$ cat src/sdve_pkg.sv
`timescale 1ns / 1ps

package sdve_pkg;

	localparam int OFFSET_BITS = 40;
	localparam int LEN_W = 19;
	localparam int VAL_W = OFFSET_BITS + 1;
	localparam int IN_TDATA_W = 64;
	localparam int OUT_TDATA_W = 8;
	localparam int VARINT_BITS = 7;

	localparam int CFG_IDX_W = 2;
	localparam int CFG_DATA_W = 40;
	localparam int SHIFT_W = 4;
	localparam int NSTR_W = 9;

	localparam logic [LEN_W-1:0] SEG_CAP = LEN_W'(262144);
	localparam logic [SHIFT_W-1:0] MAX_SHIFT = SHIFT_W'(12);
	localparam int JOIN_SLACK = 64;

	localparam logic [OFFSET_BITS-1:0] BLOB_RESET = OFFSET_BITS'(64'd2147483648);
	localparam logic [SHIFT_W-1:0] SHIFT_RESET = SHIFT_W'(6);
	localparam logic [NSTR_W-1:0] NSTR_RESET = NSTR_W'(4);

	localparam int QUEUE_DEPTH = 4;
	localparam int QUEUE_AW = $clog2(QUEUE_DEPTH);

	typedef enum logic [CFG_IDX_W-1:0] {
		REG_STORE_SIZE = 2'd0,
		REG_ALIGN_SHIFT = 2'd1,
		REG_NUM_STREAMS = 2'd2
	} cfg_reg_t;

	// One varint to be serialized, with the flags for its final byte.
	typedef struct packed {
		logic [VAL_W-1:0] val;
		logic eof;
		logic last;
	} cmd_t;

endpackage

$ cat src/sdve_back.sv
`timescale 1ns / 1ps

module sdve_back import sdve_pkg::*; (
	input  logic clk,
	input  logic arst_n,
	input  logic cmd_valid,
	output logic cmd_ready,
	input  cmd_t cmd,
	output logic out_valid,
	input  logic out_ready,
	output logic [OUT_TDATA_W-1:0] out_byte,
	output logic end_of_frame,
	output logic last
);

	logic [VAL_W-1:0] val_q;
	logic busy_q, eof_q, last_q;
	logic more;

	assign more = |val_q[VAL_W-1:VARINT_BITS];
	assign out_valid = busy_q;
	assign out_byte = {more, val_q[VARINT_BITS-1:0]};
	assign end_of_frame = eof_q && !more;
	assign last = last_q && !more;
	assign cmd_ready = !busy_q || (out_ready && !more);

	always_ff @(posedge clk or negedge arst_n) begin
		if (!arst_n) begin
			busy_q <= 1'b0;
			val_q <= '0;
			eof_q <= 1'b0;
			last_q <= 1'b0;
		end else begin
			if (cmd_valid && cmd_ready) begin
				val_q <= cmd.val;
				eof_q <= cmd.eof;
				last_q <= cmd.last;
				busy_q <= 1'b1;
			end else if (busy_q && out_ready) begin
				if (more) begin
					val_q <= val_q >> VARINT_BITS;
				end else begin
					busy_q <= 1'b0;
				end
			end
		end
	end

endmodule

$ cat config.mk
export PLATFORM = sky130hd
export DESIGN_NAME = sdve_back
export DESIGN_NICKNAME = d
export VERILOG_FILES = /design/src/sdve_pkg.sv /design/src/sdve_back.sv
export SDC_FILE = /design/constraint.sdc
export NUM_CORES = 1
export LEC_CHECK = 0
export BUFFER_PORTS_ARGS = -buffer_cell sky130_fd_sc_hd__buf_2
export CAP_MARGIN = 20
export CORE_MARGIN = 2
export CORE_UTILIZATION = 55
export CTS_CLUSTER_DIAMETER = 60
export DETAILED_ROUTE_END_ITERATION = 16
export PLACE_DENSITY_LB_ADDON = 0.08
export SYNTH_ARGS = -nofsm -noshare
export SYNTH_HDL_FRONTEND = slang
export SYNTH_SLANG_ARGS = --single-unit
export TNS_END_PERCENT = 1
$ cat constraint.sdc
create_clock -name clk -period 5.4 [get_ports clk]
set_input_delay 0.27 -clock clk [delete_from_list [all_inputs] [get_ports clk]]
set_output_delay 0.27 -clock clk [all_outputs]
set_load 0.005 [all_outputs]
# After elaboration in Yosys (flattened, before gate mapping)
# Cells that the tools add are included.
# W data, S select, Z words.
# totals
wordCells	24
regBits	44
input_bits	47
# op_classes
n_reduce_logical	13
eq_ne	1
muxes	6
# op_table
operator	n
$mux W41	3
$reduce_or A34 Y1	1
$logic_and A1 B1 Y1	5
$reduce_and A2 Y1	2
$reduce_bool A2 Y1	2
$mux W1	3
$logic_not A1 Y1	2
$ne A2 B1 Y1 const B	1
$logic_or A1 B1 Y1	1

# Depth between registers and ports, before layout
# depth
depth_word	7
ltp_mapped	6
depth_no_buf	6

# Worst setup path before layout
# OpenSTA, ideal clock, no wires.
# synth_timing
path_kind	reg-to-reg
startpoint	register val_q[26]
endpoint	register val_q[0]
setup_ns	0.128
path_stages_with_launch	7
setup_slack_ns	3.066
t_arrival_ns	2.207
n_path_buf	1
cell_sequence	dfrtp_1 -> nor4_1 -> nand4_1 -> o41ai_4 -> buf_6 -> mux2_1 -> mux2_1
# synth_between
elab_chain_cells	7
elab_cells_between_ends	9
classes_between	1 x mux; 8 x reduce/logical
# synth_lines
element	line	source
from (decl)	sdve_back.sv:16	logic [VAL_W-1:0] val_q;
from (signal assigned)	sdve_back.sv:35	val_q <= cmd.val;
from (signal assigned)	sdve_back.sv:41	val_q <= val_q >> VARINT_BITS;
$reduce_or A34 Y1 *	sdve_back.sv:20	assign more = |val_q[VAL_W-1:VARINT_BITS];
$logic_not A1 Y1	sdve_back.sv:25	assign cmd_ready = !busy_q || (out_ready && !more);
$logic_and A1 B1 Y1	sdve_back.sv:25	
$logic_or A1 B1 Y1	sdve_back.sv:25	
$logic_and A1 B1 Y1	sdve_back.sv:34	if (cmd_valid && cmd_ready) begin
$reduce_bool A2 Y1 (no source line)	-	
$reduce_and A2 Y1 (no source line)	-	
# Mark *: on every way between the ends. The rest lies on a longest branch, timed or not.
# A chain may end at the register's enable or synchronous reset.

# Final worst setup path
# layout_timing
startpoint	register val_q[23]
endpoint	output cmd_ready
# layout_between
elab_chain_cells	4
# layout_lines
element	line	source
$reduce_or A34 Y1	sdve_back.sv:20	
$logic_not A1 Y1	sdve_back.sv:25	
$logic_and A1 B1 Y1	sdve_back.sv:25	
$logic_or A1 B1 Y1	sdve_back.sv:25	
to (decl)	sdve_back.sv:7	output logic cmd_ready,
# Every way passes these cells.

==> flow_summary.ini <==
[timing]
hold_ws_ns = 0.1244
worst_pin_slew_ns = 0.9794
post-route-period-util_pct = 52.45
min_period_ns = 2.832
rsz0062_at_grt = false
drv_slew = 0
hold_viol = 0
setup_ws_ns = 2.568
timing.fmax_mhz = 353.1
tns_ns = 0
final-setup-viol-count = 0
skew_ns = 0.007110
relSlewSlack_pct = 34.71

[pwr]
p_leak_nw = 1.415
power_density_mw_per_mm2 = 520.3
ir_drop_mv = 0.3433

[grt]
grt-ovfl-total = 0
track_usage_pct = 20.87
grt_pass1_vias = 1481
grt_max_degree = 45
grt_antenna_before_repair = 0
grt_first_pass_wirelength_um = 6955

[drt]
dr.pass1.iters = 4
avgViaCountPerCell = 5.534
drt-total-wl_um = 4341
drtAntennaViolNets = 0
drc = 0
vias = 1472
avgRoutedWirePerCell_um = 16.32
drtIter0Drc = 73

[synth]
synth_compound_area_share_pct = 4.980
synth_cell_types = 21
synth_edf_count = 0
synth_area_mm2 = 0.002236
synth-xor-area-share_pct = 0
post_synth.cell_area_avg_um2 = 13.72
yosysWarnings = 0
synth.top_cell.area_share_pct = 49.24
synth_seq_cells = 44
synthAdderAreaFrac_pct = 0
yosys.area_share.simple_pct = 4.645
syn-num-nets = 210
synth_most_common_cell = mux2_1
synthMuxAreaShare_pct = 35.25
syn_inst = 163
synth_top_family_by_area = multiplexers
async_reset_ff_share_pct = 100.0
synth-main-ff-cell = dfrtp_1
synth_area_leaders = dfrtp_1 49%, mux2_1 31%, mux2_2 4.0%
seq_area_frac_synth_pct = 49.24
yosys-top-cells-count = 62 x mux2_1, 44 x dfrtp_1, 8 x buf_4, 8 x mux2_2, 8 x nor4_1
yosys.area.top_type = dfrtp_1

[critical_path]
max_stage_delay_ns = 0.66
crit_family = simple AND/OR/NAND/NOR gates
slowest_stage = nor3_1
path_cells = nor4_1 > nand4_1 > nor3_1 > inv_1 > o21ai_0 > buf_2
arrival_ns = 2.56
path_buf_inv = 2
startpoint_type = flop
end_kind = primary output
crit_type = flop to primary output
crit_required_ns = 5.13
crit_path_max_fanout = 4

[clock_tree]
clk_pin_slew_ns = 0.08
post_cts.resized_instances = 0
cts_htree_levels = 2
cts_tree = done
cts-root-buf = clkbuf_8
cts_setup_buffers = 0
clockBufferDepth = 2
hold_buffers = 0
clock-sinks = 44
clk-insertion-delay-late_ns = 0.30
cts-buffers-inserted = 5

[floorplanning]
ioPinCount = 59
core_area_mm2 = 0.003943
die_w_um = 67.76
die_h_um = 67.76
die_area_mm2 = 0.004591
initial_utilization_pct = 56.71
rows = 23

[layout]
diodes = 0
finish.utilization_pct = 65.98
layout-drive-gt1-share_pct = 35.65
final_area_mm2 = 0.002601
final_net_count = 262
area_growth_pct = 16.34

[place]
placed_area_mm2 = 0.002487
dp_hpwl_um = 3136
dp_slack_ns = 2.674
io_buffers = 58
gp_congestion = 0.7958

[hold_path]
hold_class = input port to async pin

[status]
status = finished clean

[job]
cap_violations = 0
worst register-to-register path, stage by stage (launching register included):
cell,delay (ns)
dfrtp_1,0.40
nor4_1,0.40
nand4_1,0.25
o41ai_4,0.39
buf_4,0.50
mux2_1,0.39
mux2_1,0.30
through the flow:
step / power, mW / instances
2_1_floorplan: 1.011 / 163
3_3_place_gp: 1.107 / 257
3_5_place_dp: 1.138 / 257
4_1_cts: 1.356 / 265
5_1_grt: 1.452 / 266
6_report: 1.354 / 266
layer usage:
layer | vias to the layer above | share of wire [%] | GRT usage [%]
li1 | 698 | - | -
met1 | 733 | 43 | 25.70
met2 | 35 | 51 | 34.68
met3 | 6 | 5.1 | 4.500
met4 | 0 | 1.0 | 9.949
met5 | - | 0 | 0
power by group:
group          internal (mW)  total [mW]  switching (mW)  leakage (nW)
combinational          0.323       0.624           0.301         0.778
sequential             0.437       0.515          0.0780         0.593
clock                  0.104       0.214           0.110        0.0445
worst paths after layout:
check                               start         to  slack, ns  depth (start not counted)
worst max-delay path            val_q[23]  cmd_ready       2.57                          6
worst min-delay path               arst_n   val_q[6]       0.12                          1
worst max register to register  val_q[23]  val_q[32]       2.64                          6
worst min register to register   val_q[6]   val_q[6]       0.48                          1
max in group asynchronous          arst_n  out_valid       4.66                          1
min in group clk                  cmd[38]  val_q[36]       0.19                          2
placed cells by master, fill, tap and decap left out, drive strengths merged:
cell type	n
nor4	8
o21ai	2
inv	3
dfrtp	44
clkinvlp	1
a22o	7
a21boi	1
nor2	2
nor3	1
and2	2
nand2b	1
nand2	3
a21oi	1
nand3	1
buf	60
mux2	70
nand4	1
o41ai	1
clkbuf	7
layout make-up:
cell class                 count  area (um^2)
clock buffer                   7        86.33
clock inverter                 1        7.507
fill                         320         1341
inverter                       3        11.26
multi-input combinational    101         1015
sequential                    44         1101
tap                           50        62.56
timing repair buffer          60        317.8
kinds of logic after synthesis:
family | count (synthesis)
compound gates | 12
buf+inv | 18
mux | 70
simple gates | 19
flops | 44
sequential cells by signal, summed over array words and instances, names as in the netlist:
register,count
last_q,1
val_q,41
eof_q,1
out_valid,1
No activity file was read; power rests on OpenSTA's default activity.
