### src/sdve_pkg.sv
`timescale 1ns / 1ps

package sdve_pkg;

	localparam int OFFSET_BITS = 40;
	localparam int LEN_W = 19;
	localparam int VAL_W = OFFSET_BITS + 1;
	localparam int IN_TDATA_W = 64;
	localparam int OUT_TDATA_W = 8;
	localparam int VARINT_BITS = 7;

	localparam int CFG_IDX_W = 2;
	localparam int CFG_DATA_W = 40;
	localparam int SHIFT_W = 4;
	localparam int NSTR_W = 9;

	localparam logic [LEN_W-1:0] SEG_CAP = LEN_W'(262144);
	localparam logic [SHIFT_W-1:0] MAX_SHIFT = SHIFT_W'(12);
	localparam int JOIN_SLACK = 64;

	localparam logic [OFFSET_BITS-1:0] BLOB_RESET = OFFSET_BITS'(64'd2147483648);
	localparam logic [SHIFT_W-1:0] SHIFT_RESET = SHIFT_W'(6);
	localparam logic [NSTR_W-1:0] NSTR_RESET = NSTR_W'(4);

	localparam int QUEUE_DEPTH = 4;
	localparam int QUEUE_AW = $clog2(QUEUE_DEPTH);

	typedef enum logic [CFG_IDX_W-1:0] {
		REG_STORE_SIZE = 2'd0,
		REG_ALIGN_SHIFT = 2'd1,
		REG_NUM_STREAMS = 2'd2
	} cfg_reg_t;

	// One varint to be serialized, with the flags for its final byte.
	typedef struct packed {
		logic [VAL_W-1:0] val;
		logic eof;
		logic last;
	} cmd_t;

endpackage

### src/sdve_queue.sv
`timescale 1ns / 1ps

module sdve_queue import sdve_pkg::*; (
	input  logic clk,
	input  logic arst_n,
	input  logic in_valid,
	output logic in_ready,
	input  cmd_t in_data,
	output logic out_valid,
	input  logic out_ready,
	output cmd_t out_data
);

	cmd_t slots_q [QUEUE_DEPTH];
	logic [QUEUE_AW-1:0] wr_q, rd_q;
	logic [QUEUE_AW:0] cnt_q;
	logic push, pop;

	assign in_ready = (cnt_q != (QUEUE_AW + 1)'(QUEUE_DEPTH));
	assign out_valid = (cnt_q != '0);
	assign out_data = slots_q[rd_q];
	assign push = in_valid && in_ready;
	assign pop = out_valid && out_ready;

	always_ff @(posedge clk) begin
		if (push) begin
			slots_q[wr_q] <= in_data;
		end
	end

	always_ff @(posedge clk or negedge arst_n) begin
		if (!arst_n) begin
			wr_q <= '0;
			rd_q <= '0;
			cnt_q <= '0;
		end else begin
			if (push) begin
				wr_q <= wr_q + QUEUE_AW'(1);
			end
			if (pop) begin
				rd_q <= rd_q + QUEUE_AW'(1);
			end
			if (push && !pop) begin
				cnt_q <= cnt_q + (QUEUE_AW + 1)'(1);
			end else if (pop && !push) begin
				cnt_q <= cnt_q - (QUEUE_AW + 1)'(1);
			end
		end
	end

endmodule

### config.mk
export PLATFORM = sky130hd
export DESIGN_NAME = sdve_queue
export DESIGN_NICKNAME = d
export VERILOG_FILES = /design/src/sdve_pkg.sv /design/src/sdve_queue.sv
export SDC_FILE = /design/constraint.sdc
export NUM_CORES = 1
export LEC_CHECK = 0
export ABC_AREA = 1
export BUFFER_PORTS_ARGS = -buffer_cell sky130_fd_sc_hd__buf_2
export CAP_MARGIN = 20
export CORE_MARGIN = 5
export CORE_UTILIZATION = 52
export CTS_CLUSTER_SIZE = 14
export DETAILED_ROUTE_END_ITERATION = 10
export PLACE_DENSITY = 0.76
export SYNTH_ARGS = -nofsm -noshare
export SYNTH_HDL_FRONTEND = slang
export SYNTH_SLANG_ARGS = --single-unit
### constraint.sdc
create_clock -name clk -period 3 [get_ports clk]
set_input_delay 0.3 -clock clk [delete_from_list [all_inputs] [get_ports clk]]
set_output_delay 0.3 -clock clk [all_outputs]
set_load 0.01 [all_outputs]
Yosys cells after proc, flatten, opt, wreduce, memory -nomap -nowiden
Memories as Yosys holds them, arrays and structs flattened.
Index checks and enable logic that the tools add are counted.
{"block": "classes", "add_sub_neg": 4, "mux": 4, "n_eq_ne": 1, "reduce_logical": 8}
{"op": "$mux W3", "count": 2}
{"op": "$add A2 B1 Y2 const B", "count": 2}
{"op": "$logic_and A1 B1 Y1", "count": 4}
{"op": "$add A3 B1 Y3 const B", "count": 1}
{"op": "$ne A3 B3 Y1 const B", "count": 1}
{"op": "$reduce_bool A3 Y1", "count": 1}
{"op": "$sub A3 B1 Y3 const B", "count": 1}
{"op": "$logic_not A1 Y1", "count": 2}
{"op": "$mux W1", "count": 2}
{"op": "$reduce_bool A2 Y1", "count": 1}
{"block": "totals", "n_memories": 1, "ramBits": 172, "in_bits": 47, "regBits": 7}
{"name": "slots_q", "depth": 4, "word_bits": 43, "read_ports": 1, "rd_clocked_by_memory_dff": 0, "write_ports": 1, "line": "sdve_queue.sv:14", "rtl": "cmd_t slots_q [QUEUE_DEPTH];"}

Depth between registers and ports, before layout
Gate-level depths: netlist of the first run.
{"block": "logic_depth", "ltp_word": 6, "ltp_mapped": 12, "ltp_nobuf": 12}

Worst setup path before layout of the first run
Ideal clock, no wire load.
{"block": "synth_path", "path_type": "flip-flop to flip-flop", "from": "register cnt_q[0]", "to": "memory slots_q[0][0] (netlist bit), enable pin", "stages_incl_launch_ff": 5, "period_less_slack_ns": 3.077, "setup_slack_ns": -0.077, "arrival_time_ns": 2.633, "required_ns": 2.556, "setup_ns": 0.444, "n_path_buf": 0, "path_cell_list": "dfrtp_1 > inv_1 > nand3_1 > nand2_1 > nor2_1"}
{"block": "synth_via", "elab_chain_len": 4}
{"item": "from (decl)", "line": "sdve_queue.sv:16", "rtl": "logic [QUEUE_AW:0] cnt_q;"}
{"item": "from (signal assigned)", "line": "sdve_queue.sv:44", "rtl": "cnt_q <= cnt_q + (QUEUE_AW + 1)'(1);"}
{"item": "from (signal assigned)", "line": "sdve_queue.sv:46", "rtl": "cnt_q <= cnt_q - (QUEUE_AW + 1)'(1);"}
{"item": "$ne A3 B3 Y1", "line": "sdve_queue.sv:19", "rtl": "assign in_ready = (cnt_q != (QUEUE_AW + 1)'(QUEUE_DEPTH));"}
{"item": "named net in_ready", "line": "sdve_queue.sv:7", "rtl": "output logic in_ready,"}
{"item": "$logic_and A1 B1 Y1", "line": "sdve_queue.sv:22", "rtl": "assign push = in_valid && in_ready;"}
{"item": "$mux W1", "line": "sdve_queue.sv:26", "rtl": "if (push) begin"}
{"item": "$mux W1 (implied by the code)", "line": "sdve_queue.sv:27", "rtl": "slots_q[wr_q] <= in_data;"}
{"item": "to (decl)", "line": "sdve_queue.sv:14"}
The timed path passes the listed nets, and every way through them passes these cells.

==> results by group, run 1 <==
Setup path
  – R2R setup slack: 830 ps
  – CP required: 2700 ps
  – Arr. time, crit path: 2110 ps
  – Worst Path Max Fanout: 81
  – CP max-delay cell: dfrtp_1
  – Most used cell, CP: nand2_1
  – Critical path class: reg -> out
  – CP endpoint kind: output pin
  – CP Launch Type: register
  – CP max stage delay: 430 ps
  – CP cell instances: inv_4 > buf_12 > nand2_1 > o211ai_1 > nand2_1 > buf_2

Synthesis
  – Largest family of logic cells by synthesized area: compound AO/OA/AOI/OAI gates
  – Most frequent cell after synthesis: edfxtp_1
  – Post-synth EDFFs: 172
  – XOR/XNOR Fraction of Synth Area: 0.1189%
  – Portion of netlist area occupied by mux cells: 0%
  – Commonest cells in the netlist: edfxtp_1 (172), nand2_1 (146), inv_1 (100)
  – Post-synthesis adder-cell area fraction: 1.121%
  – Syn Area/Cell: 13.13 um2
  – Synth area leader: edfxtp_1
  – Syn Nets: 614
  – Synth top area cells: edfxtp_1 (70%), o211ai_1 (8.1%), nand2_1 (7.4%)
  – Unique masters post-synth: 17
  – Synth Instances: 561
  – Register area share after synthesis: 72.50%
  – Synth Warn #: 0
  – Register bit total from synthesis: 179
  – Ys flop type: edfxtp_1
  – Synth top area share: 70.12%
  – Synthesized area: 7366 um2
  – Simple-gate share of the synthesized area: 8.205%
  – Compound-Gate Fraction of Synth Area: 9.309%
  – Async SR Flop Fraction: 3.911%

Timing
  – Hold_ws: 90.64 ps
  – Setup violators final: 0
  – Slew headroom: 62.05%
  – Post-route minimum period: 2405 ps
  – Final Slew Violations: 0
  – Max Freq: 415.8 MHz
  – RSZ-0062 raised after global routing: no
  – Final WS setup: 594.9 ps
  – Final hold violations: 0
  – Clk_skew: 8.080 ps
  – Worst slew pin tran: 567.8 ps
  – Final Cycle Share: 80.17%

GRT
  – Vias in the first global route: 4324
  – Global-route wire length before repair: 22.21 mm
  – Remaining Overflow, GRT: 0
  – Largest net degree at the start of global routing: 82
  – Initial antenna violation count: 1
  – All-layer global routing usage: 17.73%

Routing
  – 1st-pass router iterations: 5
  – DRT iter0 DRCs: 295
  – Drt via density: 5.263
  – DRC: 0
  – Vias: 4458
  – Drt wl/cell: 16.30 um
  – Routed Antenna Nets: 0
  – Final WL: 13.81 mm

Placement
  – Placed Cells incl. Taps: 814
  – Worst slack, placed: 880.1 ps
  – DP Wirelength: 8.613 mm
  – Port Buf Inserts: 91
  – Final RePlAce weighted congestion: 0.7607
  – Area post-placement: 7956 um2

Power
  – Overall power: 8.351 mW
  – Peak VDD IR: 0.5381 mV
  – Pwr Density: 981.6 nW/um2
  – Leakage: 3.491 nW

Clock tree
  – H-tree depth: 4
  – Clk buf depth: 2
  – Clk pin slew, worst setup/hold paths: 60 ps
  – Num CTS Buffers: 17
  – # clock sinks: 179
  – Clk root buf: clkbuf_16
  – Skew-Pair Late Insertion Delay: 420 ps
  – CTS tree: built

Floorplanning
  – Core area: 13880 um2
  – Row count: 43
  – Starting density of the core: 53.06%
  – Die span in x: 129.0 um
  – Die Ht: 129.0 um
  – IO Pins: 92
  – Die Area: 16640 um2

Layout
  – Area Overhead vs Synth: 15.51%
  – Ant diodes: 0
  – Final #Nets: 707
  – Share of cells above drive strength 1: 21.44%
  – Fin cells: 847
  – Cell area after layout: 8508 um2

Hold path
  – Worst hold path type: in -> reg

Status
  – Outcome: complete, no violations

Job
  – Max-cap violations: 0
==> report_power, final <==
group	switching, mW	total (mW)	internal, mW
clock network	0.885	2.02	1.13
logic	1.92	2.90	0.984
registers	0.143	3.43	3.29
==> kinds of logic (layout without fill, tap and decap cells) <==
| family | after synthesis | in the layout |
|---|---|---|
| flops | 179 | 179 |
| simple gates | 158 | 158 |
| buf+inv | 130 | 236 |
| compound gates | 87 | 87 |
| fa+ha+maj | 6 | 6 |
| xor+xnor | 1 | 1 |
==> sequential cells by signal, summed over array words and instances (netlist names) <==
register and count:
slots_q 172, cnt_q 3, rd_q 2, wr_q 2
==> path summary, 6_finish.rpt <==
kind	start	to	cells past startpoint
min in group asynchronous	arst_n	cnt_q[1]	2
worst max register to register	cnt_q[0]	cnt_q[1]	9
max in group asynchronous	arst_n	rd_q[1]	2
worst min register to register	cnt_q[2]	cnt_q[2]	2
worst max-delay path	rd_q[0]	out_data[22]	6
worst min-delay path	in_data[40]	slots_q[3][40]	1
==> cells in the final DEF (no fill, tap or decap), types with 2 or more instances in the layout <==
cell,instances
edfxtp_1,172
nand2_1,146
inv_1,100
buf_2,91
o211ai_1,79
clkbuf_16,17
o211ai_2,7
nand3_1,7
dfrtp_1,6
ha_1,5
buf_12,5
buf_4,5
nor2_4,4
clkinv_1,4
clkinv_2,4
clkinv_4,3
inv_6,2
==> per-layer routing <==
layer	part of all wire, %	GRT usage [%]	up-vias	routed length [um]
li1	-	-	2129	-
met1	40	22.46	2136	5535
met2	50	28.63	156	6870
met3	7.5	5.647	35	1033
met4	2.6	7.103	2	360
met5	0.051	0	-	7
==> repair_timing <==
item / in CTS / in global routing
endpoints found under the hold margin: 7 / 0
resized for setup: 0 / 0
hold buffers: 1 / 0
setup buffers: 0 / 0
==> worst max-delay path: cells and delay by family, from the launching register on <==
kind,cells,cell delay [ps]
AO/OA/AOI/OAI,1,120
buffers and inverters,3,860
flip-flops,1,430
AND/OR/NAND/NOR,2,230
==> metrics by stage <==
stage,setup TNS (ps),utilization [%]
after CTS,0,61.29
after global placement,0,57.32
after detailed placement,0,57.32
final,0,61.29
after floorplan,-13180,-
after global routing,0,61.29
==> cell type report <==
type / instances / area [um2]
fillers: 1060 / 5373
flip-flops and latches: 179 / 5341
multi-input cells: 252 / 1411
repair buffers: 102 / 603.1
clock buffers: 17 / 425.4
inverters: 102 / 385.4
well taps: 180 / 225.2
clock inverters: 15 / 116.4
Power figures use the tool's default switching activity.
==> run 2, diff against run 1 <==
--- a/config.mk
+++ b/config.mk
@@ -12,7 +12,7 @@
 export CORE_UTILIZATION = 52
 export CTS_CLUSTER_SIZE = 14
 export DETAILED_ROUTE_END_ITERATION = 10
-export PLACE_DENSITY = 0.76
+export PLACE_DENSITY = 0.73
 export SYNTH_ARGS = -nofsm -noshare
 export SYNTH_HDL_FRONTEND = slang
 export SYNTH_SLANG_ARGS = --single-unit
==> constraint.sdc (replaced) <==
create_clock -name clk -period 2.22 [get_ports clk]
set_input_delay 0.222 -clock clk [delete_from_list [all_inputs] [get_ports clk]]
set_output_delay 0.222 -clock clk [all_outputs]
set_load 0.01 [all_outputs]
==> results by group, run 2 (same netlist as run 1, synthesis figures left out) <==
Timing
  – Slew headroom: 62.29%
  – Setup violators final: 0
  – Max Freq: 481.3 MHz
  – Worst slew pin tran: 565.7 ps
  – Hold_ws: 16.24 ps
  – Final Slew Violations: 0
  – Final hold violations: 0
  – Final WS setup: 142.3 ps
  – Final Cycle Share: 93.59%
  – RSZ-0062 raised after global routing: no
  – Clk_skew: 7.809 ps
  – Post-route minimum period: 2078 ps

GRT
  – Global-route wire length before repair: 21.18 mm
  – Vias in the first global route: 4306
  – All-layer global routing usage: 16.80%
  – Initial antenna violation count: 3
  – Remaining Overflow, GRT: 0
  – Largest net degree at the start of global routing: 51

Routing
  – Final WL: 13.43 mm
  – Drt via density: 5.087
  – DRC: 0
  – Vias: 4365
  – DRT iter0 DRCs: 231
  – Drt wl/cell: 15.65 um
  – Routed Antenna Nets: 0
  – 1st-pass router iterations: 5

Clock tree
  – Clk root buf: clkbuf_16
  – Num CTS Buffers: 17
  – Post-CTS Setup Inserts: 0
  – Clk buf depth: 2
  – CTS tree: built
  – Clk pin slew, worst setup/hold paths: 60 ps
  – H-tree depth: 4
  – # clock sinks: 179
  – Skew-Pair Late Insertion Delay: 420 ps

Floorplanning
  – Row count: 43
  – IO Pins: 92
  – Die Area: 16640 um2
  – Starting density of the core: 53.06%
  – Die span in x: 129.0 um
  – Core area: 13880 um2
  – Die Ht: 129.0 um

Setup path
  – Arr. time, crit path: 1860 ps
  – CP required: 2000 ps
  – CP Launch Type: register
  – CP endpoint kind: output pin
  – Worst Path Max Fanout: 43
  – Critical path class: reg -> out

Layout
  – Multi-input logic area: 1411 um2
  – Fin cells: 858
  – Area Overhead vs Synth: 16.41%
  – Fillers: 1043
  – Most frequent cells in the layout: edfxtp_1 (172), nand2_1 (146), inv_1 (100), buf_2 (91), o211ai_1 (79)
  – Most common cell after layout, fill and taps aside: edfxtp_1
  – Largest register FFs: 172
  – Top flop regs: slots_q x172, cnt_q x3
  – Share of cells above drive strength 1: 21.12%
  – Final #Nets: 717
  – Largest Register: slots_q
  – Reg area: 5341 um2

Placement
  – Final RePlAce weighted congestion: 0.7607
  – DP Wirelength: 8.317 mm
  – Worst slack, placed: 395.0 ps
  – Placed Cells incl. Taps: 819
  – Port Buf Inserts: 91

Status
  – Outcome: complete, no violations

Job
  – Max-cap violations: 0

Power
  – Pwr Density: 1313 nW/um2
  – Peak VDD IR: 0.7238 mV
  – Leakage: 3.526 nW

Hold path
  – Worst hold path type: in -> reg
==> run 2: cell types whose count changed in the layout (fill, tap and decap cells not counted) <==
cell / change
clkinv_2: -3
diode_2: +1
dlygate4sd3_1: +5
clkinv_1: +1
inv_4: -1
clkbuf_1: +4
buf_4: +6
clkinv_4: -1
buf_12: -1
==> run 2: cell type report <==
class | count | area share (%)
sequential | 179 | 62.29
multi-input combinational | 252 | 16.46
timing repair buffer | 112 | 7.909
clock buffer | 21 | 5.136
inverter | 102 | 4.524
tap | 180 | 2.627
clock inverter | 11 | 1.021
antenna | 1 | 0.02918
==> run 2: final timing paths <==
kind	from	endpoint	slack, ps	cells after the start
worst min register to register	cnt_q[2]	cnt_q[2]	530	2
max in group asynchronous	arst_n	rd_q[1]	1870	2
worst max-delay path	rd_q[0]	out_data[27]	140	6
min in group asynchronous	arst_n	cnt_q[1]	170	2
worst min-delay path	in_data[34]	slots_q[1][34]	20	1
worst max register to register	cnt_q[0]	cnt_q[2]	360	10
==> run 2: metrics by stage <==
| stage | utilization, % | instance area, um2 | total power, mW | setup TNS [ps] |
|---|---|---|---|---|
| 2_1_floorplan | - | 7376 | 7.478 | -32510 |
| 6_report | 61.77 | 8574 | 11.26 | 0 |
| 3_3_place_gp | 57.50 | 7981 | 8.610 | 0 |
| 4_1_cts | 61.74 | 8569 | 11.38 | 0 |
| 3_5_place_dp | 57.50 | 7981 | 8.717 | 0 |
| 5_1_grt | 61.77 | 8574 | 11.98 | 0 |
==> run 2: repair_timing <==
item	CTS	global route
endpoints found under the hold margin	24	0
hold buffers	6	0
resized for setup	0	1
setup endpoints to repair	0	13
==> run 2: critical path: stages, from the launching register on <==
cell and delay [ps]:
dfrtp_1 430, inv_6 280, buf_12 250, nand2_1 90, o211ai_1 110, nand2_1 100
buf_2 150
==> run 2: routing by layer <==
metal | global-route usage [%] | routed length (um) | up-vias
li1 | - | - | 2144
met1 | 20.06 | 5587 | 2086
met2 | 28.54 | 6764 | 107
met3 | 5.317 | 767 | 24
met4 | 6.609 | 283 | 4
met5 | 0 | 25 | -
==> run 2: power by group <==
group          switching [mW]  internal, mW  leakage (nW)
Combinational            2.58          1.38          1.61
Sequential              0.195          4.45          1.66
Clock                    1.12          1.53         0.253
Total                    3.90          7.36          3.53
==> run 3, diff against run 2 <==
--- a/config.mk
+++ b/config.mk
@@ -9,10 +9,10 @@
 export BUFFER_PORTS_ARGS = -buffer_cell sky130_fd_sc_hd__buf_2
 export CAP_MARGIN = 20
 export CORE_MARGIN = 5
-export CORE_UTILIZATION = 52
+export CORE_UTILIZATION = 55
 export CTS_CLUSTER_SIZE = 14
 export DETAILED_ROUTE_END_ITERATION = 10
-export PLACE_DENSITY = 0.73
+export PLACE_DENSITY = 0.76
 export SYNTH_ARGS = -nofsm -noshare
 export SYNTH_HDL_FRONTEND = slang
 export SYNTH_SLANG_ARGS = --single-unit
==> results by group, run 3 (same netlist as run 1, synthesis figures left out) <==
Status
  – Outcome: complete, no violations

Clock tree
  – # clock sinks: 179
  – Num CTS Buffers: 17
  – Clk pin slew, worst setup/hold paths: 60 ps
  – CTS tree: built
  – H-tree depth: 4
  – Skew-Pair Late Insertion Delay: 420 ps
  – Clk buf depth: 2
  – Clk root buf: clkbuf_16

Layout
  – Top flop regs: slots_q x172, cnt_q x3
  – Cell area after layout: 8721 um2
  – Largest register FFs: 172
  – Share of cells above drive strength 1: 20.20%
  – Fillers: 947
  – Fin cells: 864
  – Most frequent cells in the layout: edfxtp_1 (172), nand2_1 (146), inv_1 (100), buf_2 (91), o211ai_1 (79)
  – Most common cell after layout, fill and taps aside: edfxtp_1
  – Final #Nets: 729
  – Largest Register: slots_q
  – Area Overhead vs Synth: 18.40%
  – Ant diodes: 0

GRT
  – All-layer global routing usage: 17.93%
  – Remaining Overflow, GRT: 0
  – Largest net degree at the start of global routing: 65
  – Initial antenna violation count: 0
  – Vias in the first global route: 4465
  – Global-route wire length before repair: 21.81 mm

Placement
  – Final RePlAce weighted congestion: 0.8138
  – DP Wirelength: 8.595 mm
  – Area post-placement: 8019 um2
  – Placed Cells incl. Taps: 814
  – Port Buf Inserts: 91

Timing
  – Slew headroom: 61.50%
  – Worst slew pin tran: 577.6 ps
  – Final Cycle Share: 93.84%
  – RSZ-0062 raised after global routing: no
  – Setup violators final: 0
  – Hold_ws: 18.06 ps
  – Final Slew Violations: 0
  – Final hold violations: 0
  – Max Freq: 480.0 MHz
  – Final TNS setup: 0 ps
  – Clk_skew: 5.177 ps
  – Post-route minimum period: 2083 ps

Hold path
  – Worst hold path type: in -> reg

Setup path
  – CP required: 2000 ps
  – CP endpoint kind: output pin
  – Critical path class: reg -> out
  – Worst Path Max Fanout: 64
  – Arr. time, crit path: 1860 ps
  – CP Launch Type: register

Power
  – Peak VDD IR: 0.6978 mV
  – Pwr Density: 1302 nW/um2
  – Leakage: 3.578 nW
  – Overall power: 11.35 mW

Routing
  – 1st-pass router iterations: 4
  – DRT iter0 DRCs: 321
  – DRC: 0
  – Vias: 4490
  – Drt via density: 5.197
  – Routed Antenna Nets: 0
  – Final WL: 13.92 mm
  – Drt wl/cell: 16.11 um

Floorplanning
  – Die Ht: 125.7 um
  – Die span in x: 125.7 um
  – IO Pins: 92
  – Die Area: 15810 um2
  – Core area: 13190 um2
  – Starting density of the core: 55.84%
  – Row count: 42

Job
  – Max-cap violations: 0
## run 3: changes by cell type in the layout (fill, tap and decap cells not counted)
cell	change
clkinv_4	-2
clkinv_1	+1
inv_6	-1
clkbuf_1	+1
buf_12	+4
diode_2	-1
buf_4	-5
dlygate4sd3_1	+13
## run 3: per-stage QoR
step           setup WS [ps]  util (%)
6_report               136.8     66.12
5_1_grt                19.99     66.12
4_1_cts                71.12     66.10
3_5_place_dp           350.9     60.79
3_3_place_gp           519.5     60.79
2_1_floorplan         -189.0         -
## run 3: metal layers
| layer | vias to the layer above | part of all wire [%] | global-route usage (%) | wire length (um) |
|---|---|---|---|---|
| met5 | - | 0 | 0 | 0 |
| met3 | 22 | 6.5 | 5.631 | 905 |
| li1 | 2170 | - | - | - |
| met1 | 2161 | 42 | 21.27 | 5809 |
| met4 | 0 | 1.6 | 5.995 | 228 |
| met2 | 137 | 50 | 31.15 | 6971 |
## run 3: area by class of cell
cell class / count / area (um2) / share of cell area [%]
multi-input cells: 252 / 1411 / 16.18
repair buffers: 124 / 850.8 / 9.756
well taps: 176 / 220.2 / 2.525
clock inverters: 9 / 65.06 / 0.7461
inverters: 102 / 387.9 / 4.448
clock buffers: 22 / 444.2 / 5.093
flip-flops and latches: 179 / 5341 / 61.25
## run 3: worst paths after layout
kind / start / endpoint / slack (ps) / cells past startpoint
setup / recovery: rd_q[0] / out_data[36] / 140 / 6
hold / removal: in_data[17] / slots_q[3][17] / 20 / 1
setup reg to reg: cnt_q[0] / cnt_q[2] / 320 / 11
hold reg to reg: cnt_q[0] / cnt_q[0] / 560 / 1
max in group asynchronous: arst_n / rd_q[1] / 1870 / 2
min in group asynchronous: arst_n / wr_q[0] / 170 / 2
## run 3: where the power goes
group	switching (mW)	total (mW)	leakage [nW]	internal, mW
clock	1.12	2.63	0.243	1.51
sequential	0.202	4.65	1.66	4.45
combinational	2.62	4.07	1.68	1.45
total	3.94	11.4	3.58	7.41
## run 3: critical path, cell delays in order (launching register included)
cell	delay [ps]
dfrtp_1	430
inv_6	240
buf_12	290
nand2_1	100
o211ai_1	100
nand2_1	100
buf_2	150
## run 3: repair_timing
item	in CTS	in global routing
hold buffers	19	0
resized for setup	0	1
endpoints found under the hold margin	70	0
endpoints found under the setup margin	0	7
buffers inserted	0	0
