<file path="config.mk">
export PLATFORM = sky130hd
export DESIGN_NAME = sdve_front
export DESIGN_NICKNAME = d
export VERILOG_FILES = /design/src/sdve_pkg.sv /design/src/sdve_front.sv
export SDC_FILE = /design/constraint.sdc
export NUM_CORES = 2
export LEC_CHECK = 0
export BUFFER_PORTS_ARGS = -buffer_cell sky130_fd_sc_hd__buf_2
export CAP_MARGIN = 40
export CELL_PAD_IN_SITES_DETAIL_PLACEMENT = 1
export CELL_PAD_IN_SITES_GLOBAL_PLACEMENT = 1
export CORE_MARGIN = 2
export CORE_UTILIZATION = 47
export CTS_BUF_LIST = sky130_fd_sc_hd__clkbuf_8 sky130_fd_sc_hd__clkbuf_16
export CTS_CLUSTER_DIAMETER = 150
export DETAILED_ROUTE_END_ITERATION = 7
export GPL_TIMING_DRIVEN = 0
export PLACE_DENSITY_LB_ADDON = 0.1
export SLEW_MARGIN = 20
export SYNTH_ARGS = -nofsm -noshare
export SYNTH_HDL_FRONTEND = slang
export SYNTH_SLANG_ARGS = --single-unit
</file>
<file path="constraint.sdc">
create_clock -name clk -period 6.52 [get_ports clk]
set_input_delay 0.978 -clock clk [delete_from_list [all_inputs] [get_ports clk]]
set_output_delay 0.978 -clock clk [all_outputs]
set_load 0.01 [all_outputs]
</file>
<file path="src/sdve_pkg.sv">
`timescale 1ns / 1ps

package sdve_pkg;

	localparam int OFFSET_BITS = 40;
	localparam int LEN_W = 19;
	localparam int VAL_W = OFFSET_BITS + 1;
	localparam int IN_TDATA_W = 64;
	localparam int OUT_TDATA_W = 8;
	localparam int VARINT_BITS = 7;

	localparam int CFG_IDX_W = 2;
	localparam int CFG_DATA_W = 40;
	localparam int SHIFT_W = 4;
	localparam int NSTR_W = 9;

	localparam logic [LEN_W-1:0] SEG_CAP = LEN_W'(262144);
	localparam logic [SHIFT_W-1:0] MAX_SHIFT = SHIFT_W'(12);
	localparam int JOIN_SLACK = 64;

	localparam logic [OFFSET_BITS-1:0] BLOB_RESET = OFFSET_BITS'(64'd2147483648);
	localparam logic [SHIFT_W-1:0] SHIFT_RESET = SHIFT_W'(6);
	localparam logic [NSTR_W-1:0] NSTR_RESET = NSTR_W'(4);

	localparam int QUEUE_DEPTH = 4;
	localparam int QUEUE_AW = $clog2(QUEUE_DEPTH);

	typedef enum logic [CFG_IDX_W-1:0] {
		REG_STORE_SIZE = 2'd0,
		REG_ALIGN_SHIFT = 2'd1,
		REG_NUM_STREAMS = 2'd2
	} cfg_reg_t;

	// One varint to be serialized, with the flags for its final byte.
	typedef struct packed {
		logic [VAL_W-1:0] val;
		logic eof;
		logic last;
	} cmd_t;

endpackage

</file>
<file path="src/sdve_front.sv">
`timescale 1ns / 1ps

module sdve_front import sdve_pkg::*; #(
	parameter int MAX_STREAMS = 256,
	parameter int SID_W = (MAX_STREAMS > 1) ? $clog2(MAX_STREAMS) : 1
) (
	input  logic clk,
	input  logic arst_n,
	input  logic in_valid,
	output logic in_ready,
	input  logic [OFFSET_BITS-1:0] seg_offset,
	input  logic [LEN_W-1:0] seg_length,
	input  logic frame_first,
	input  logic frame_last,
	input  logic cfg_valid,
	input  logic [CFG_IDX_W-1:0] cfg_index,
	input  logic [CFG_DATA_W-1:0] cfg_data,
	output cmd_t cmd,
	output logic cmd_valid,
	input  logic cmd_ready,
	output logic mem_we,
	output logic [SID_W-1:0] mem_waddr,
	output logic [OFFSET_BITS-1:0] mem_wdata,
	output logic [SID_W-1:0] mem_raddr,
	input  logic [OFFSET_BITS-1:0] mem_rdata
);

	localparam int CW = ((SID_W > NSTR_W) ? SID_W : NSTR_W) + 1;
	localparam int EW = VAL_W + 1;

	typedef enum logic [3:0] {
		ST_CLEAR, ST_IDLE, ST_FIT, ST_CLAMP, ST_FL_ZZ, ST_FL_LEN,
		ST_SID, ST_RDW, ST_MRG_A, ST_MRG_B, ST_MRG_C, ST_LOAD
	} state_t;

	typedef enum logic [1:0] {FK_HEAD, FK_MID, FK_TAIL} flush_kind_t;

	state_t state_q;
	flush_kind_t kind_q;

	logic [OFFSET_BITS-1:0] blob_q;
	logic [SHIFT_W-1:0] shift_q;
	logic [NSTR_W-1:0] nstr_q;

	logic [OFFSET_BITS-1:0] off_q, po_q, pl_q, rp_q;
	logic [LEN_W-1:0] len_q;
	logic first_q, last_q, pv_q, enc_q;
	logic [SID_W-1:0] rr_q, cur_q, clr_q;
	logic [VAL_W-1:0] pend_end_q, new_end_q;

	logic [SHIFT_W-1:0] shift_eff;
	logic [LEN_W-1:0] unit, lmask, len_cap, len_al, len_sh;
	logic [OFFSET_BITS-1:0] blob_eff, omask, off_al, ref_v, len_units;
	logic [VAL_W-1:0] diff, zz, fit_sum;
	logic over, merge, grow;
	logic [NSTR_W-1:0] ns_eff;
	logic [CW-1:0] rr_w, ns_w, sid_w, sid_inc;
	logic [SID_W-1:0] sid, rr_nxt;
	state_t shaped_next, tail_next;

	always_ff @(posedge clk or negedge arst_n) begin
		if (!arst_n) begin
			blob_q <= BLOB_RESET;
			shift_q <= SHIFT_RESET;
			nstr_q <= NSTR_RESET;
		end else if (cfg_valid) begin
			case (cfg_reg_t'(cfg_index))
				REG_STORE_SIZE: blob_q <= cfg_data[OFFSET_BITS-1:0];
				REG_ALIGN_SHIFT: shift_q <= cfg_data[SHIFT_W-1:0];
				REG_NUM_STREAMS: nstr_q <= cfg_data[NSTR_W-1:0];
				default: ;
			endcase
		end
	end

	always_comb begin
		shift_eff = (shift_q > MAX_SHIFT) ? MAX_SHIFT : shift_q;
		unit = LEN_W'(1) << shift_eff;
		lmask = unit - LEN_W'(1);
		omask = ~OFFSET_BITS'(lmask);
		blob_eff = (blob_q == '0) ? OFFSET_BITS'(1) : blob_q;

		len_cap = (seg_length > SEG_CAP) ? SEG_CAP : seg_length;
		len_al = len_cap & ~lmask;
		len_sh = (len_al < unit) ? unit : len_al;
		off_al = seg_offset & omask;

		fit_sum = {1'b0, off_q} + VAL_W'(len_q);
		over = fit_sum > {1'b0, blob_eff};

		ref_v = (!enc_q && rp_q == '0) ? (blob_eff >> 1) : rp_q;
		diff = {1'b0, po_q} - {1'b0, ref_v};
		zz = diff[VAL_W-1] ? {~diff[OFFSET_BITS-1:0], 1'b1} : {diff[OFFSET_BITS-1:0], 1'b0};
		len_units = pl_q >> shift_eff;

		merge = pv_q && (EW'(off_q) <= EW'(pend_end_q) + EW'(JOIN_SLACK));
		grow = new_end_q > pend_end_q;

		ns_eff = (nstr_q == '0 || 32'(nstr_q) > MAX_STREAMS) ? NSTR_W'(1) : nstr_q;
		rr_w = CW'(rr_q);
		ns_w = CW'(ns_eff);
		sid_w = (rr_w >= ns_w) ? '0 : rr_w;
		sid_inc = sid_w + CW'(1);
		sid = sid_w[SID_W-1:0];
		rr_nxt = (sid_inc >= ns_w) ? '0 : sid_inc[SID_W-1:0];

		if (first_q) begin
			shaped_next = pv_q ? ST_FL_ZZ : ST_SID;
		end else begin
			shaped_next = ST_MRG_A;
		end
		tail_next = last_q ? ST_FL_ZZ : ST_IDLE;
	end

	always_comb begin
		cmd_valid = 1'b0;
		cmd.val = zz;
		cmd.eof = 1'b0;
		cmd.last = 1'b0;
		case (state_q)
			ST_FL_ZZ: begin
				cmd_valid = 1'b1;
			end
			ST_FL_LEN: begin
				cmd_valid = 1'b1;
				cmd.val = {1'b0, len_units};
				cmd.eof = (kind_q != FK_MID);
				cmd.last = (kind_q == FK_TAIL) || (kind_q == FK_MID && !last_q);
			end
			ST_SID: begin
				cmd_valid = 1'b1;
				cmd.val = VAL_W'(sid);
				cmd.last = !last_q;
			end
			default: ;
		endcase
	end

	assign in_ready = (state_q == ST_IDLE);
	assign mem_we = (state_q == ST_CLEAR) ||
		(state_q == ST_FL_LEN && cmd_ready && kind_q != FK_MID);
	assign mem_waddr = (state_q == ST_CLEAR) ? clr_q : cur_q;
	assign mem_wdata = (state_q == ST_CLEAR) ? '0 : rp_q;
	assign mem_raddr = sid;

	always_ff @(posedge clk or negedge arst_n) begin
		if (!arst_n) begin
			state_q <= ST_CLEAR;
			kind_q <= FK_HEAD;
			clr_q <= '0;
			pv_q <= 1'b0;
			enc_q <= 1'b0;
			rr_q <= '0;
			cur_q <= '0;
			rp_q <= '0;
			po_q <= '0;
			pl_q <= '0;
			off_q <= '0;
			len_q <= '0;
			pend_end_q <= '0;
			new_end_q <= '0;
			first_q <= 1'b0;
			last_q <= 1'b0;
		end else begin
			case (state_q)
				ST_CLEAR: begin
					clr_q <= clr_q + SID_W'(1);
					if (clr_q == SID_W'(MAX_STREAMS - 1)) begin
						state_q <= ST_IDLE;
					end
				end
				ST_IDLE: begin
					if (in_valid) begin
						off_q <= off_al;
						len_q <= len_sh;
						first_q <= frame_first;
						last_q <= frame_last;
						state_q <= ST_FIT;
					end
				end
				ST_FIT: begin
					kind_q <= FK_HEAD;
					if (over) begin
						if (OFFSET_BITS'(len_q) > blob_eff) begin
							len_q <= blob_eff[LEN_W-1:0];
						end
						state_q <= ST_CLAMP;
					end else begin
						state_q <= shaped_next;
					end
				end
				ST_CLAMP: begin
					off_q <= (blob_eff - OFFSET_BITS'(len_q)) & omask;
					state_q <= shaped_next;
				end
				ST_FL_ZZ: begin
					if (cmd_ready) begin
						rp_q <= po_q;
						enc_q <= 1'b1;
						state_q <= ST_FL_LEN;
					end
				end
				ST_FL_LEN: begin
					if (cmd_ready) begin
						pv_q <= 1'b0;
						case (kind_q)
							FK_HEAD: begin
								enc_q <= 1'b0;
								state_q <= ST_SID;
							end
							FK_MID: begin
								state_q <= ST_LOAD;
							end
							default: begin
								enc_q <= 1'b0;
								state_q <= ST_IDLE;
							end
						endcase
					end
				end
				ST_SID: begin
					if (cmd_ready) begin
						rr_q <= rr_nxt;
						cur_q <= sid;
						enc_q <= 1'b0;
						state_q <= ST_RDW;
					end
				end
				ST_RDW: begin
					rp_q <= mem_rdata;
					state_q <= ST_MRG_A;
				end
				ST_MRG_A: begin
					pend_end_q <= {1'b0, po_q} + {1'b0, pl_q};
					new_end_q <= {1'b0, off_q} + VAL_W'(len_q);
					state_q <= ST_MRG_B;
				end
				ST_MRG_B: begin
					if (merge) begin
						kind_q <= FK_TAIL;
						state_q <= grow ? ST_MRG_C : tail_next;
					end else if (pv_q) begin
						kind_q <= FK_MID;
						state_q <= ST_FL_ZZ;
					end else begin
						state_q <= ST_LOAD;
					end
				end
				ST_MRG_C: begin
					pl_q <= OFFSET_BITS'(new_end_q - {1'b0, po_q});
					state_q <= tail_next;
				end
				ST_LOAD: begin
					pv_q <= 1'b1;
					po_q <= off_q;
					pl_q <= OFFSET_BITS'(len_q);
					kind_q <= FK_TAIL;
					state_q <= tail_next;
				end
				default: state_q <= ST_IDLE;
			endcase
		end
	end

endmodule

</file>
---- Word level (Yosys, flattened, before mapping) ----
Index checks and enable logic that the tools add are counted.
cells by class
  add/sub/neg operators ................... 9
  $lt $le $gt $ge ......................... 10
  equality and inequality tests ........... 26
  shift-type cells ........................ 2
  mux-type cells .......................... 47
  bitwise operators ....................... 6
  reductions and logical operators ........ 37
operators by type and width
  cell                                                             number
  40-bit case mux with 2 select lines                              3
  40-bit two-way mux                                               5
  19-bit two-way mux                                               5
  41-bit case mux with 2 select lines                              1
  40-bit AND                                                       2
  40-bit zero test                                                 2
  4-bit two-way mux                                                11
  4-bit case mux with 11 select lines                              1
  41-bit by 7-bit adder with 42-bit output, second input constant  1
  40-bit by 42-bit less-or-equal comparator with 1-bit output      1
  40-bit by 19-bit adder with 41-bit output                        1
  40-bit by 40-bit adder with 41-bit output                        1
  41-bit by 40-bit > comparator with 1-bit output                  1
  41-bit > comparator                                              1
  41-bit two-way mux                                               1
  40-bit by 40-bit subtractor with 41-bit output                   1
  19-bit by 40-bit > comparator with 1-bit output                  1
  19-bit inverter with 40-bit output                               1
  40-bit inverter                                                  1
  40-bit by 4-bit right shift with 40-bit output                   1
  40-bit by 19-bit subtractor with 40-bit output                   1
  40-bit subtractor                                                1
  19-bit case mux with 2 select lines                              1
  8-bit two-way mux                                                3
  other kinds (43)                                                 89
word-level totals
  register bits after elaboration ......... 348
  bits of input ports ..................... 148
  output and inout bits ................... 102
  logic and storage cells ................. 156

---- Depth between registers and ports, before layout ----
  word-level depth ........................ 10
  mapped depth ............................ 25
  depth with buffers taken out ............ 25

---- Worst setup path after synthesis ----
OpenSTA, ideal clock, no wires.
  path kind ............................... reg-to-reg
  from .................................... reg blob_q[23]
  to ...................................... reg len_q[0]
  setup time .............................. 0.128 ns
  arrival ................................. 5.181 ns
  data required time ...................... 6.392 ns
  setup slack ............................. 1.212 ns
  stages on the path, launching flop included .. 21
  buffers on the path ..................... 1
  clock period less this slack ............ 5.308 ns
  cell sequence ........................... dfrtp_1 or3_4 or3_4 or3_4 or3_4 nor4_4 nand4_2 nor3_2 a41oi_1 ha_1 fa_1 nand2b_1 a21oi_1 o311ai_0 a311oi_1 a21o_1 o31ai_1 nand2_1 o21a_1 buf_6 mux2_1
on the way
  word-level cells in the longest chain between the ends .. 5
  elaborated cells between the ends (all ways) .. 10
  classes of those cells .................. 2 x order compare; 2 x eq/ne; 4 x mux; 2 x reduce/logical
ends and longest elaborated chain
  element                                                                                      line               RTL
  start, declared                                                                              sdve_front.sv:41   logic [OFFSET_BITS-1:0] blob_q;
  start signal, assigned                                                                       sdve_front.sv:68   REG_STORE_SIZE: blob_q <= cfg_data[OFFSET_BITS-1:0];
  40-bit zero test                                                                             sdve_front.sv:81   blob_eff = (blob_q == '0) ? OFFSET_BITS'(1) : blob_q;
  40-bit two-way mux *                                                                         sdve_front.sv:81
  41-bit by 40-bit > comparator with 1-bit output, or another cell as far along                sdve_front.sv:89   over = fit_sum > {1'b0, blob_eff};
  2-bit inequality test (no source line) or 19-bit two-way mux (tied branches)                 -
  4-bit AND reduction (no source line) or 19-bit case mux with 2 select lines (tied branches)  -
  end signal, assigned                                                                         sdve_front.sv:175  len_q <= len_sh;
  end signal, assigned                                                                         sdve_front.sv:185  len_q <= blob_eff[LEN_W-1:0];
  end, declared                                                                                sdve_front.sv:46   logic [LEN_W-1:0] len_q;
Mark *: on every way between the ends. The rest lies on a longest branch, timed or not. The select of a mux whose other input is x is not followed.
A chain may end at the register's enable or synchronous reset.

==> run_results.csv <==
group,metric,value,unit
pwr,vdd.ir_drop.worst,0.000275,V
worst_setup_path,critical_path_required,5.54,ns
route,post_drt_wl_per_cell,28.2,um
layout,fin_util,54.5,%
timing,setup_viol,0,
floorplan,placementRows,93,
layout,area_delta_synth_final,14.8,%
route,routed-via-count,31600,
floorplan,initial_core_util,47.5,%
synthesis,synth_area,0.0306,sq mm
floorplan,chip_width,259,um
worst_setup_path,crit_arrival,5.35,ns
global_routing,grtUsageMet1,57.2,%
synthesis,count_of_flip_flops_with_a_built_in_enable_after_synthesis,0,
layout,layout.cells.most_common_list,"461 x sky130_fd_sc_hd__nand2_1, 341 x sky130_fd_sc_hd__dfrtp_1, 317 x sky130_fd_sc_hd__a21oi_1",
timing,maxSlewHeadroom,41.4,%
worst_setup_path,critical_path.endpoint_type,"output pin",
timing,report.final.hold_viol_count,0,
placement,gpl.final_weighted_congestion,0.990,
synthesis,synthesis.instances,3733,
run_status,run_status,"finished clean",
layout,fin_nets,4530,
pwr,leakage,16.2,nW
layout,stdcell_count,4958,
layout,leading_cell_type_in_the_layout_fill_and_taps_excluded,"sky130_fd_sc_hd__nand2_1",
global_routing,grt_max_degree,97,
timing,final.setup_skew,0.0289,ns
pwr,totalPowerFinal,21.0,mW
timing,finalMaxSlewViolations,0,
run,max_cap_viol,0,
global_routing,grtUsageTotal,41.1,%
worst_hold_path,hold_class,"in2async",
timing,worst_slew_pin_slew,0.872,ns
route,drtAntennaViolNets,0,
synthesis,syn_area_per_cell,8.19,sq um
placement,detailedPlacementHpwl,115000,um
worst_setup_path,crit_path_start_kind,"flip-flop",
global_routing,number_of_global_route_vias_before_repair,31500,
clock_tree,root_buffer,"sky130_fd_sc_hd__clkbuf_16",
clock_tree,number_of_clock_buffers_inserted_by_tritoncts,44,
clock_tree,cts-root-to-sink-buffers,3,
global_routing,grt_util_met3,9.57,%
floorplan,core_area,0.0643,sq mm
route,drc,0,
route,wirelength,140000,um
route,route.detailed.vias_per_inst,6.37,
synthesis,synth_sequential_area_ratio,28.5,%
timing,post-route-period-util,97.0,%
synthesis,synth_cell_type_count,87,
clock_tree,clkLatencyLatePin,0.62,ns
placement,worst_case_setup_slack_after_placement,-1.09,ns
synthesis,async_flop_share,100,%
route,detailedRoute.firstPassIterationCount,7,
layout,filler_cell_count,7911,
route,initialDrtViolationCount,3064,
layout,drive_above_1_share,12.9,%
timing,post-route-worst-setup-slack,0.196,ns
clock_tree,clkSinkCount,348,
synthesis,dominantRegCellSynth,"sky130_fd_sc_hd__dfrtp_1",
worst_setup_path,timing.critical_path.fanout_max,10,
timing,achievable-frequency,158,MHz
global_routing,initial_antenna_violation_count,7,
global_routing,grt.busiest_layer,"met2",
floorplan,die_area,0.0671,sq mm
clock_tree,cts-htree-levels,2,
placement,numPlacedInstances,4855,
floorplan,io_pins,250,
global_routing,grt_pass1_wl,205000,um
placement,placement.io_buffers,248,
global_routing,gr-total-overflow,0,
pwr,power.density,600,mW/mm^2
global_routing,met2_usage,61.0,%
synthesis,yosys_register_bits,348,
timing,tns,0,ns
floorplan,y_dimension_of_the_die,259,um
timing,period_minus_slack,6.32,ns
clock_tree,tritoncts,"yes",
synthesis,yosys_warnings,0,
clock_tree,clkTransAtPathRegs,0.06,ns
worst_setup_path,timing.setup.critical_path_class,"reg2out",
-- what timing repair did --
| item | in CTS | in global routing |
|---|---|---|
| buffers inserted | 3 | 9 |
| endpoints found under the setup margin | 86 | 77 |
| hold buffers | 0 | 0 |
| pin swaps | 4 | 11 |
| gates cloned | 0 | 0 |
| hold endpoints to repair | 0 | 0 |
| resized for setup | 36 | 35 |
-- where the power goes --
| group | total (mW) | internal (mW) | switching (mW) |
|---|---|---|---|
| combinational | 13.9 | 5.61 | 8.32 |
| clock | 2.64 | 1.51 | 1.13 |
| sequential | 4.48 | 2.92 | 1.56 |
| total | 21.0 | 10.0 | 11.0 |
-- critical path, cell delays in order, from the launching register on --
cell	delay, ns
sky130_fd_sc_hd__dfrtp_1	0.42
sky130_fd_sc_hd__nor4_2	0.32
sky130_fd_sc_hd__buf_2	0.23
sky130_fd_sc_hd__nand4_1	0.11
sky130_fd_sc_hd__nor3_2	0.27
sky130_fd_sc_hd__clkbuf_8	0.24
sky130_fd_sc_hd__clkbuf_4	0.27
sky130_fd_sc_hd__a21oi_1	0.13
sky130_fd_sc_hd__ha_1	0.43
sky130_fd_sc_hd__o2111a_1	0.28
sky130_fd_sc_hd__o2111ai_1	0.29
sky130_fd_sc_hd__a21oi_2	0.36
sky130_fd_sc_hd__o21ai_4	0.12
sky130_fd_sc_hd__a2111oi_2	0.41
sky130_fd_sc_hd__nor2_1	0.17
sky130_fd_sc_hd__a221oi_2	0.34
sky130_fd_sc_hd__xnor2_1	0.15
sky130_fd_sc_hd__nor2_1	0.05
sky130_fd_sc_hd__buf_2	0.15
-- cells by family after synthesis --
kind of cell	count (synthesis)	share of synthesized area (%)
multiplexers	170	6.67
AO/OA/AOI/OAI	1050	20.9
flip-flops	348	28.5
adder cells (fa/ha/maj)	317	13.1
other	1	0.0123
buffers and inverters	388	4.86
AND/OR/NAND/NOR	1206	18.6
XOR/XNOR	253	7.25
-- metal layers --
layer / wire length, um / up-vias
met5: 13 / -
met4: 6220 / 2
met3: 14900 / 278
met2: 59100 / 1503
met1: 59800 / 15800
li1: - / 14000
-- flip-flops by register name (all words and copies together) (netlist names), 4 cells and up --
name,flops
po_q,40
shift_q,4
len_q,19
nstr_q,9
clr_q,8
cur_q,8
rr_q,8
new_end_q,41
state_q,4
pl_q,40
pend_end_q,41
blob_q,40
rp_q,40
off_q,40
-- area by class of cell --
cell class	count	area [sq um]	area share, %
sequential	348	8720	24.9
timing repair buffer	287	1660	4.73
clock buffer	52	1220	3.48
multi-input combinational	2998	20600	58.7
clock inverter	28	285	0.813
tap	855	1070	3.05
inverter	216	811	2.31
buffer	170	698	1.99
antenna	4	10.0	0.0285
-- synth_stat cells, types with 7 or more instances --
| master | n | area, sq um |
|---|---|---|
| sky130_fd_sc_hd__a211oi_1 | 39 | 293 |
| sky130_fd_sc_hd__o221ai_1 | 13 | 114 |
| sky130_fd_sc_hd__nor3_1 | 49 | 245 |
| sky130_fd_sc_hd__a221oi_1 | 7 | 61.3 |
| sky130_fd_sc_hd__a21o_1 | 102 | 766 |
| sky130_fd_sc_hd__a22o_1 | 17 | 149 |
| sky130_fd_sc_hd__o22ai_1 | 53 | 332 |
| sky130_fd_sc_hd__a31oi_1 | 23 | 144 |
| sky130_fd_sc_hd__a21boi_0 | 7 | 52.6 |
| sky130_fd_sc_hd__or2_2 | 13 | 81.3 |
| sky130_fd_sc_hd__nand2_1 | 462 | 1730 |
| sky130_fd_sc_hd__mux4_2 | 20 | 450 |
| sky130_fd_sc_hd__o21bai_1 | 30 | 225 |
| sky130_fd_sc_hd__and2_1 | 14 | 87.6 |
| sky130_fd_sc_hd__a21oi_1 | 321 | 1610 |
| sky130_fd_sc_hd__dfrtp_1 | 344 | 8610 |
| sky130_fd_sc_hd__buf_1 | 13 | 48.8 |
| sky130_fd_sc_hd__nor2b_1 | 79 | 494 |
| sky130_fd_sc_hd__a2111oi_0 | 11 | 96.3 |
| sky130_fd_sc_hd__nor3b_1 | 7 | 52.6 |
| sky130_fd_sc_hd__mux2_2 | 65 | 732 |
| sky130_fd_sc_hd__nand2b_1 | 41 | 257 |
| sky130_fd_sc_hd__o211ai_1 | 13 | 97.6 |
| sky130_fd_sc_hd__inv_1 | 215 | 807 |
| sky130_fd_sc_hd__xnor2_1 | 192 | 1680 |
| sky130_fd_sc_hd__xor2_1 | 61 | 534 |
| sky130_fd_sc_hd__nor4_1 | 32 | 200 |
| sky130_fd_sc_hd__clkbuf_1 | 153 | 574 |
| sky130_fd_sc_hd__o31ai_1 | 19 | 143 |
| sky130_fd_sc_hd__o21ai_0 | 295 | 1480 |
| sky130_fd_sc_hd__mux2i_1 | 83 | 831 |
| sky130_fd_sc_hd__nor2_1 | 257 | 965 |
| sky130_fd_sc_hd__nand3_1 | 89 | 445 |
| sky130_fd_sc_hd__ha_1 | 312 | 3900 |
| sky130_fd_sc_hd__and3_1 | 56 | 350 |
| sky130_fd_sc_hd__o21a_1 | 31 | 233 |
| sky130_fd_sc_hd__nand4_1 | 54 | 338 |
| sky130_fd_sc_hd__or3_1 | 16 | 100 |
| sky130_fd_sc_hd__a22oi_1 | 7 | 52.6 |
-- metrics by stage --
step                hold slack [ns]  instance area [sq um]
global route                  0.254                  35100
finish                        0.240                  35100
detailed placement            0.467                  33100
floorplan                     0.443                  30600
global placement              0.461                  32900
CTS                           0.226                  34800
-- final timing paths --
| path | cells past startpoint | start | end | slack (ns) |
|---|---|---|---|---|
| setup / recovery | 18 | rp_q[4] | cmd[42] | 0.20 |
| hold / removal | 1 | arst_n | nstr_q[7] | 0.24 |
| setup reg to reg | 26 | off_q[0] | len_q[12] | 0.30 |
| hold reg to reg | 2 | cur_q[0] | cur_q[0] | 0.50 |
| max in group asynchronous | 4 | arst_n | blob_q[24] | 4.75 |
| min in group clk | 2 | cur_q[0] | cur_q[0] | 0.50 |
No activity file was read; power rests on OpenSTA's default activity.
